===== config.mk =====
export PLATFORM = sky130hd
export DESIGN_NAME = slse_ram
export DESIGN_NICKNAME = d
export VERILOG_FILES = /design/src/rtl/slse_ram.sv
export SDC_FILE = /design/constraint.sdc
export NUM_CORES = 1
export LEC_CHECK = 0
export ABC_AREA = 0
export BUFFER_PORTS_ARGS = -buffer_cell sky130_fd_sc_hd__buf_2
export CAP_MARGIN = 10
export CORE_ASPECT_RATIO = 1.4
export CORE_MARGIN = 2
export CORE_UTILIZATION = 32
export DETAILED_ROUTE_END_ITERATION = 10
export HOLD_SLACK_MARGIN = 0.12
export SYNTH_ARGS = -nofsm -noshare
export SYNTH_HDL_FRONTEND = slang
export SYNTH_SLANG_ARGS = --single-unit

===== constraint.sdc =====
create_clock -name clk_i -period 5.46 [get_ports clk_i]
set_input_delay 0.546 -clock clk_i [delete_from_list [all_inputs] [get_ports clk_i]]
set_output_delay 0.546 -clock clk_i [all_outputs]
set_load 0.005 [all_outputs]

===== src/rtl/slse_ram.sv =====
// Generic simple dual-port RAM with one write port and one registered read port.
module slse_ram #(
  parameter int WIDTH = 64,
  parameter int DEPTH = 16
) (
  input  logic                                   clk_i,
  input  logic                                   we_i,
  input  logic [(DEPTH > 1 ? $clog2(DEPTH) : 1)-1:0] waddr_i,
  input  logic [WIDTH-1:0]                       wdata_i,
  input  logic                                   re_i,
  input  logic [(DEPTH > 1 ? $clog2(DEPTH) : 1)-1:0] raddr_i,
  output logic [WIDTH-1:0]                       rdata_o
);

  logic [WIDTH-1:0] mem_q [DEPTH];
  logic [WIDTH-1:0] rdata_q;

  // Write port.
  always_ff @(posedge clk_i) begin
    if (we_i) begin
      mem_q[waddr_i] <= wdata_i;
    end
  end

  // Read port; the data register holds while no read is issued.
  always_ff @(posedge clk_i) begin
    if (re_i) begin
      rdata_q <= mem_q[raddr_i];
    end
  end

  assign rdata_o = rdata_q;

endmodule


Yosys cells after proc, flatten, opt, wreduce, memory -nomap -nowiden
Memory sizes are Yosys's and may differ from the RTL's. A register that Yosys moved wholly into a read port is not among the register bits.
Cells that the tools add are included.
Widths: inputs -> output; s select.
- multiplexer cells: 2
- operators by type and width (kind ; number):
    $mux 1 ; 2
- register bits: 0
- memories kept: 1
- output and inout bits: 64
- bits of input ports: 75
- logic and storage cells: 3
- RAM bits: 1024
- memory list (memory ; words ; width ; rd ports ; clocked after memory_dff ; write ports ; RTL line ; RTL):
    mem_q ; 16 ; 64 ; 1 ; 1 ; 1 ; 15 ; logic [WIDTH-1:0] mem_q [DEPTH];

Depth between registers and ports, before layout
Gate-level depths: netlist (run 1).
- word-level depth: 2
- gate-level depth with buffers: 6
- mapped depth without buffers: 3

Least setup slack after synthesis (run 1)
Ideal clock, no wire load.
- path kind: input to register
- start point: in waddr_i[2] (netlist bit)
- end point: mem mem_q[0][0] (enable)
- cell stages on the path: 2
- path buffers: 0
- arrival time: 5409 ps
- setup time: 565 ps
- path slack: -515 ps
- data required time: 4895 ps
- cells stage by stage: or3b_2 > nor3_1
- RTL lines (what ; RTL line ; RTL):
    start: declaration ; 8 ; input logic [(DEPTH > 1 ? $clog2(DEPTH) : 1)-1:0] waddr_i,
    end: declaration ; 15 ;
Straight into the memory's write port.

Worst setup path in the final report (run 1)
- start point: in waddr_i[2] (netlist bit)
- end point: mem mem_q[8][53] (enable)
Straight into the memory's write port.

==> qor.txt, run 1 <==
Layout cells sized above 1 = 0.312
Core area = 124,000 um2
Die H = 423 um
Wirelength per Cell = 25.6 um
Hpwl dp = 49.4 mm
Post-synthesis net count = 1,722
Startpoint types = input port
FILL cells = 11,200
CTS Sinks = 1,088
Maximum vdd ir drop = 0.287 mV
Max cap viols = 0
Slew Viols, Final = 0
CP Max Fanout = 40
DRT antenna net count = 0
Final period utilization = 0.422
PD cells = 370 nW/um2
Cts repair resizes = 0
Ys Warns = 0
Leak = 14.5 nW
H-Tree Depth = 3
Register area share after synthesis = 0.812
Post-Route WL = 91.0 mm
Total Nets Final = 1,918
Num CTS Buffers = 96
CTS tree = yes
Multi-input gate area = 7260 um2
Clock root buffer = clkbuf_16
Clock transition at path regs = 0.07 ns
Pre-CTS setup slack = 2.35 ns
Arr. time, crit path = 2.61 ns
Slew margin rel. = 0.205
Clk_skew = 0.0285 ns
Commonest cells after routing, fill and taps aside = edfxtp_1 (1,088), mux4_2 (256), buf_2 (135), a22oi_1 (128), clkbuf_16 (96)
Minimum clock period = 2.31 ns
Synth Instances = 1,647
First-pass GRT wire length = 133 mm
Crit. End Element = flip-flop
Total negative slack = 0 ns
Post-CTS setup buffers = 0
Flops & latches, synth = 1,088
DR pass1 iterations = 7
Most common cell after layout, fill and taps aside = edfxtp_1
Placed cells = 3,372
Die area = 129,000 um2
Final hold vios = 0
DR vias = 18,000
Final WS setup = 3.15 ns
Clk_lat worst skew = 0.69 ns
# setup viols final = 0
Initial antenna violation count = 23
CP Class = in2reg
Worst hold path type = in2reg
Syn Area/Cell = 24.4 um2
Post-synth cell types = 17
Die X = 304 um
I/O pins = 139
Design Power = 17.2 mW
Gr usage total = 0.141
CP Data Required Time = 5.76 ns
Synth-to-Final Area Change = 15.4%
Via-per-instance ratio = 5.06
Max Freq = 434 MHz
Post-Syn Area = 40,200 um2
GP Congestion = 0.707
Initial Utilization = 0.323
Number of global-route vias before repair = 19,300
Drc violations = 0
Final non-filler cell total = 3,555
Post-CTS Hold Buffers = 0
# port buffers = 138
CTS Buffer Depth = 3
GR Overflow Total = 0
Largest net degree at the start of global routing = 100
RSZ-0062 raised after global routing = no
Status = completed
Detailed Route Iter0 Violations = 1,829
Register area = 32,700 um2
Row count = 153
Final hold slack = 0.228 ns
Worst slew pin tran = 1.19 ns
per-layer routing:
| metal | global-route usage | vias up | routed length [um] |
|---|---|---|---|
| li1 | - | 7503 | - |
| met2 | 0.247 | 553 | 47000 |
| met4 | 0.0391 | 22 | 1920 |
| met1 | 0.179 | 9769 | 36900 |
| met5 | 0 | - | 139 |
| met3 | 0.0263 | 137 | 5030 |
cell usage after synthesis:
library cell  instances  area, um2
nand2b_1              2       12.5
nor2b_1               2       12.5
buf_4                 6       45.0
nor3_1                4       20.0
buf_2                13       65.1
buf_6                13        146
nand3_1               1       5.00
nor2_1               13       48.8
clkbuf_1             36        135
edfxtp_1           1088      32700
buf_1                16       60.1
nand3b_1              2       15.0
a22oi_1             128        961
or3b_2                1       8.76
mux4_2              256       5770
and2_1                1       6.26
nand2_1              65        244
flip-flops by register name, indices dropped and copies added (netlist names):
name     flops
mem_q     1024
rdata_o     64
through the flow:
stage,util,area (um2)
after floorplan,-,40200
after global placement,0.347,43200
after detailed placement,0.347,43200
after CTS,0.373,46400
after global routing,0.373,46400
final,0.373,46400
power by group:
group | internal [mW] | leakage, nW | switching, mW | total, mW
combinational | 0.320 | 3.05 | 0.475 | 0.795
clock | 3.89 | 1.56 | 3.02 | 6.91
sequential | 9.41 | 9.89 | 0.0630 | 9.47
total | 13.6 | 14.5 | 3.56 | 17.2
path summary, 6_finish.rpt:
| check | from | to | slack [ns] | depth (start not counted) |
|---|---|---|---|---|
| hold / removal | wdata_i[8] | mem_q[0][8] | 0.23 | 1 |
| setup reg to reg | mem_q[2][13] | rdata_o[13] | 3.81 | 3 |
| hold reg to reg | mem_q[15][62] | rdata_o[62] | 0.74 | 3 |
| setup / recovery | waddr_i[2] | mem_q[8][53] | 3.15 | 5 |
kinds of logic after synthesis:
group	Yosys count	synth area share
and+or+nand+nor	91	0.00927
DFF	1088	0.812
AOI/OAI and AO/OA	128	0.0239
buffers and inverters	84	0.0112
muxes	256	0.143
critical path, cell delays in order:
cell and delay [ns]:
buf_2 0.11, nand3b_1 0.41, nor3_4 0.22, buf_4 0.68, buf_4 0.59
layout make-up:
type                       instances  share of cell area
timing repair buffer             182              0.0257
multi-input combinational        475               0.156
clock inverter                    63              0.0163
antenna                            4            0.000216
sequential                      1088               0.704
tap                             1627              0.0439
clock buffer                     116              0.0534
(Power assumes the default switching activity.)
==> run 2, diff against run 1 <==
--- a/config.mk
+++ b/config.mk
@@ -5,7 +5,7 @@
 export SDC_FILE = /design/constraint.sdc
 export NUM_CORES = 1
 export LEC_CHECK = 0
-export ABC_AREA = 0
+export ABC_AREA = 1
 export BUFFER_PORTS_ARGS = -buffer_cell sky130_fd_sc_hd__buf_2
 export CAP_MARGIN = 10
 export CORE_ASPECT_RATIO = 1.4
==> constraint.sdc (replaced) <==
create_clock -name clk_i -period 2.3 [get_ports clk_i]
set_input_delay 0.23 -clock clk_i [delete_from_list [all_inputs] [get_ports clk_i]]
set_output_delay 0.23 -clock clk_i [all_outputs]
set_load 0.005 [all_outputs]
==> run 2 against run 1 <==
  * Highest routed layer unchanged
  * Synthesized area grew 14%
  * Global-route usage grew 1.9 points
  * First-iteration DRC count grew 27%
  * Count of clock-buffer cells in the layout grew 9
==> qor.txt, run 2 <==
Clk_lat worst skew = 0.70 ns
Register area = 32,700 um2
Most common cell after layout, fill and taps aside = nand2_1
Synth cell count leaders = nand2_1 (1,349), edfxtp_1 (1,088), inv_1 (771), nand3_1 (769), buf_2 (116)
Initial Utilization = 0.322
First-pass GRT wire length = 176 mm
Critical Path Most Common Cell = nand3_1
Setup crit end = rdata_o[53]
Row count = 164
Multi-input gate area = 9110 um2
Wirelength per Cell = 18.4 um
DR pass1 iterations = 5
Worst slew pin tran = 0.717 ns
PD cells = 772 nW/um2
Clk_skew = 0.0309 ns
Slew margin rel. = 0.522
CP Max Fanout = 44
Post-CTS setup buffers = 0
Worst hold path type = in2reg
Cell taking the most area after synthesis = edfxtp_1
Synth Instances = 4,210
CP Data Required Time = 2.87 ns
Clock root buffer = clkbuf_16
Reg2reg start = mem_q[13][62]
Slowest stage cell, crit path = dlygate4sd3_1
RSZ-0062 raised after global routing = no
Maximum vdd ir drop = 0.507 mV
Main synth FF type = edfxtp_1
Max reg flops = 1,024
GR Overflow Total = 0
Ys async rst share = 0
Design Power = 40.9 mW
DR vias = 29,300
Clock transition at path regs = 0.07 ns
CP startpoint = raddr_i[1]
FF-to-FF setup slack = 1.04 ns
Worst reg2reg endpoint = rdata_o[62]
Post-Route WL = 118 mm
Initial antenna violation count = 9
Gr usage total = 0.160
Total negative slack = 0 ns
Flops & latches, synth = 1,088
# setup viols final = 0
Placed cells = 6,144
H-Tree Depth = 3
Final non-filler cell total = 6,392
Post-synthesis net count = 4,285
Number of flops mapped to enable cells by yosys = 1,088
Detailed Route Iter0 Violations = 2,319
Synth area leaders = edfxtp_1 (71%), nand2_1 (11%), nand3_1 (8.4%)
Synth-to-Final Area Change = 15.3%
Post-synth cell types = 14
Die X = 324 um
Layout cells sized above 1 = 0.0859
Via-per-instance ratio = 4.59
Stages on the worst setup path = 9
Worst r2r path cells = 6
Post-Syn Area = 45,900 um2
Slew Viols, Final = 0
Slowest cell delay on critical path = 0.56 ns
Startpoint types = input port
GP Congestion = 0.753
Largest net degree at the start of global routing = 122
Ys Warns = 0
FILL cells = 13,700
Syn Area/Cell = 10.9 um2
Max cap viols = 0
Core area = 143,000 um2
# port buffers = 138
CP Class = in2reg
Leak = 22.0 nW
CTS Sinks = 1,088
CTS tree = yes
Die H = 452 um
Bufs and invs on worst path = 5
Commonest cells after routing, fill and taps aside = nand2_1 (1,349), edfxtp_1 (1,088), inv_1 (770), nand3_1 (769), buf_2 (133)
Register area share after synthesis = 0.711
Worst Hold Depth = 4
I/O pins = 139
Status = completed
Synth top area share = 0.711
CTS Buffer Depth = 3
Cell family with most CP delay = buffers and inverters
Top-count cell post-synth = nand2_1
Number of global-route vias before repair = 28,200
Final period utilization = 0.756
Hpwl dp = 65.6 mm
Crit. End Element = flip-flop
Minimum clock period = 1.74 ns
Cells along the critical path = dlygate4sd3_1 -> buf_8 -> inv_8 -> buf_12 -> buf_4 -> nand3_1 -> nand3_1 -> nand3_1 -> nand2_1
Die area = 147,000 um2
Largest reg by FF count = mem_q
Drc violations = 0
Final hold vios = 0
Total Nets Final = 4,477
DRT antenna net count = 0
Max Freq = 575 MHz
Arr. time, crit path = 2.31 ns
Num CTS Buffers = 99
## run 2: cell types whose count changed after synthesis, moves of 5 or more
cell	delta
nand3_1	+768
a22oi_1	-128
inv_1	+771
clkbuf_1	-15
mux4_2	-256
nand2_1	+1284
buf_2	+103
buf_4	+10
buf_6	+33
buf_1	-5
## run 2: what timing repair did
action | in CTS | in global routing
endpoints found under the hold margin | 1039 | 0
resized for setup | 0 | 0
hold buffers | 66 | 0
## run 2: logic make-up after synthesis
group                  after synthesis  synth area share
buffers and inverters              985            0.0928
flip-flops                        1088             0.711
AND/OR/NAND/NOR                   2137             0.196
## run 2: cell type report
cell class,instances,share of cell area
antenna,3,0.000142
clock buffer,125,0.0498
clock inverter,54,0.00709
inverter,774,0.0554
multi-input combinational,2137,0.172
sequential,1088,0.617
tap,1909,0.0451
timing repair buffer,302,0.0537
## run 2: stage by stage
step / instance area (um2) / hold slack (ns) / setup WS, ns / utilization
finish: 53000 / 0.141 / 0.561 / 0.371
global route: 53000 / 0.171 / 0.479 / 0.371
CTS: 53000 / 0.121 / 0.596 / 0.371
detailed placement: 49300 / 0.624 / 0.370 / 0.346
global placement: 49300 / 0.622 / 0.392 / 0.346
floorplan: 46000 / 0.329 / -0.304 / -
## run 2: worst min-delay path by stage
| stage | startpoint | to | slack [ns] |
|---|---|---|---|
| 5_1_grt | raddr_i[2] | rdata_o[15] | 0.17 |
| 6_report | raddr_i[2] | rdata_o[15] | 0.14 |
| 4_1_cts | raddr_i[2] | rdata_o[15] | 0.12 |
| 2_1_floorplan | wdata_i[0] | mem_q[0][0] | 0.33 |
| 3_5_place_dp | rdata_o[5] | rdata_o[5] | 0.62 |
| 3_3_place_gp | wdata_i[14] | mem_q[0][14] | 0.62 |
## run 2: worst reg2reg max path, stage by stage, from the launching register on
cell	delay, ns
edfxtp_1	0.35
inv_1	0.06
nand2_1	0.04
nand3_1	0.10
nand3_1	0.07
nand3_1	0.11
nand2_1	0.19
## run 2: per-layer routing
layer,global-route usage,share of wire,vias to the layer above
met3,0.0257,0.058,211
met2,0.277,0.50,831
met4,0.0621,0.035,12
met5,0,0.00060,-
li1,-,-,14000
met1,0.197,0.40,14200
## run 2: report_power, final
group / internal [mW] / leakage [nW] / switching (mW)
Combinational: 0.825 / 10.6 / 1.89
Clock: 8.47 / 1.47 / 7.24
Sequential: 22.3 / 9.88 / 0.135
==> run 3, diff against run 2 <==
==> constraint.sdc (replaced) <==
create_clock -name clk_i -period 1.75 [get_ports clk_i]
set_input_delay 0.175 -clock clk_i [delete_from_list [all_inputs] [get_ports clk_i]]
set_output_delay 0.175 -clock clk_i [all_outputs]
set_load 0.005 [all_outputs]
==> run 3 against run 2 <==
  * Sequential share of layout area fell by 1.6 points
  * Power rose by 33%
  * Non-clock buffer count rose by 92
  * Largest cell class unchanged
  * Largest power group unchanged
  * Highest routed layer unchanged
==> qor.txt, run 3 (synthesized netlist as in run 2, its figures left out) <==
Gr usage total = 0.163
Slew margin rel. = 0.462
Layout cells sized above 1 = 0.105
Clk_lat worst skew = 0.70 ns
Detailed Route Iter0 Violations = 2,192
FF-to-FF setup slack = 0.61 ns
H-Tree Depth = 3
Max reg flops = 1,024
Die X = 324 um
# port buffers = 138
I/O pins = 139
CTS tree = yes
# setup viols final = 0
Worst slew pin tran = 0.807 ns
Worst reg2reg endpoint = rdata_o[13]
Number of global-route vias before repair = 29,000
Wirelength per Cell = 18.5 um
CP Data Required Time = 2.15 ns
Clk_skew = 0.0266 ns
Num CTS Buffers = 96
Hold Path Sink = mem_q[15][0]
Most common cell after layout, fill and taps aside = nand2_1
Final period utilization = 0.978
Startpoint types = input port
CTS Buffer Depth = 3
Clock root buffer = clkbuf_16
Worst hold path type = in2reg
Core area = 143,000 um2
Minimum clock period = 1.71 ns
Largest reg by FF count = mem_q
Max cap viols = 0
GP Congestion = 0.777
Hold wc startpoint = waddr_i[3]
Die H = 452 um
Worst Hold Depth = 4
DR pass1 iterations = 5
Final WS setup = 0.0385 ns
Pre-CTS setup slack = 0.103 ns
Maximum vdd ir drop = 0.712 mV
DRT antenna net count = 0
GR Overflow Total = 0
PD cells = 999 nW/um2
RSZ-0062 raised after global routing = no
Max Freq = 584 MHz
First-pass GRT wire length = 180 mm
Clock transition at path regs = 0.07 ns
Final hold vios = 0
DR vias = 29,900
Synth-to-Final Area Change = 18.5%
Post-Route WL = 120 mm
CP Max Fanout = 8
CP Class = in2reg
CTS Sinks = 1,088
Via-per-instance ratio = 4.61
Placed Area = 50,600 um2
Drc violations = 0
Design area = 54,400 um2
Initial Utilization = 0.322
Total Nets Final = 4,566
Slew Viols, Final = 0
Reg2reg start = mem_q[1][13]
Arr. time, crit path = 2.11 ns
Leak = 22.6 nW
Commonest cells after routing, fill and taps aside = nand2_1 (1,345), edfxtp_1 (1,088), inv_1 (768), nand3_1 (768), buf_2 (132)
Die area = 147,000 um2
Initial antenna violation count = 7
Final hold slack = 0.169 ns
Largest net degree at the start of global routing = 84
Total negative slack = 0 ns
Status = completed
Worst r2r path cells = 6
Crit. End Element = flip-flop
Hpwl dp = 69.3 mm
Row count = 164
==> run 3: worst max path at each step <==
stage / end / cells past startpoint / start
CTS: rdata_o[11] / 1 / rdata_o[11]
floorplan: mem_q[11][0] / 2 / waddr_i[2]
finish: mem_q[2][2] / 7 / we_i
detailed placement: rdata_o[27] / 9 / raddr_i[0]
global placement: mem_q[6][46] / 5 / waddr_i[3]
global route: mem_q[2][34] / 7 / we_i
==> run 3: report_power, final <==
group          internal (mW)  switching (mW)
registers               29.3           0.198
clock network           11.6            9.38
logic                   1.29            2.50
total                   42.3            12.1
==> run 3: worst max-delay path, cell delays in order <==
cell and delay [ns]:
dlygate4sd3_1 0.53, clkbuf_4 0.18, nand2_4 0.10, nor2_4 0.10
dlygate4sd3_1 0.60, buf_12 0.19, clkbuf_16 0.21
==> run 3: layout make-up <==
class	count	area, um2
diodes	2	5.00
clock buffers	121	2620
clock inverters	47	438
fillers	13600	88200
inverters	774	2940
multi-input cells	2137	9160
flip-flops and latches	1088	32700
well taps	1909	2390
repair buffers	394	4170
==> run 3: per-stage QoR <==
step                power, mW  instances   util
floorplan                32.0       4210      -
global placement         33.7       6228  0.355
detailed placement       33.8       6228  0.355
CTS                      54.8       6468  0.381
global route             56.1       6472  0.381
finish                   54.4       6472  0.381
==> run 3: timing repair <==
item	4_1_cts	5_1_grt
setup buffers	0	1
setup endpoints to repair	0	12
resized for setup	0	3
hold buffers	72	0
hold endpoints to repair	1105	0
==> run 3: per-layer routing <==
| metal | track usage | up-vias | wire length (um) |
|---|---|---|---|
| li1 | - | 14200 | - |
| met1 | 0.213 | 14600 | 50900 |
| met2 | 0.276 | 904 | 59200 |
| met3 | 0.0240 | 177 | 6960 |
| met4 | 0.0527 | 4 | 2910 |
| met5 | 0 | - | 24 |
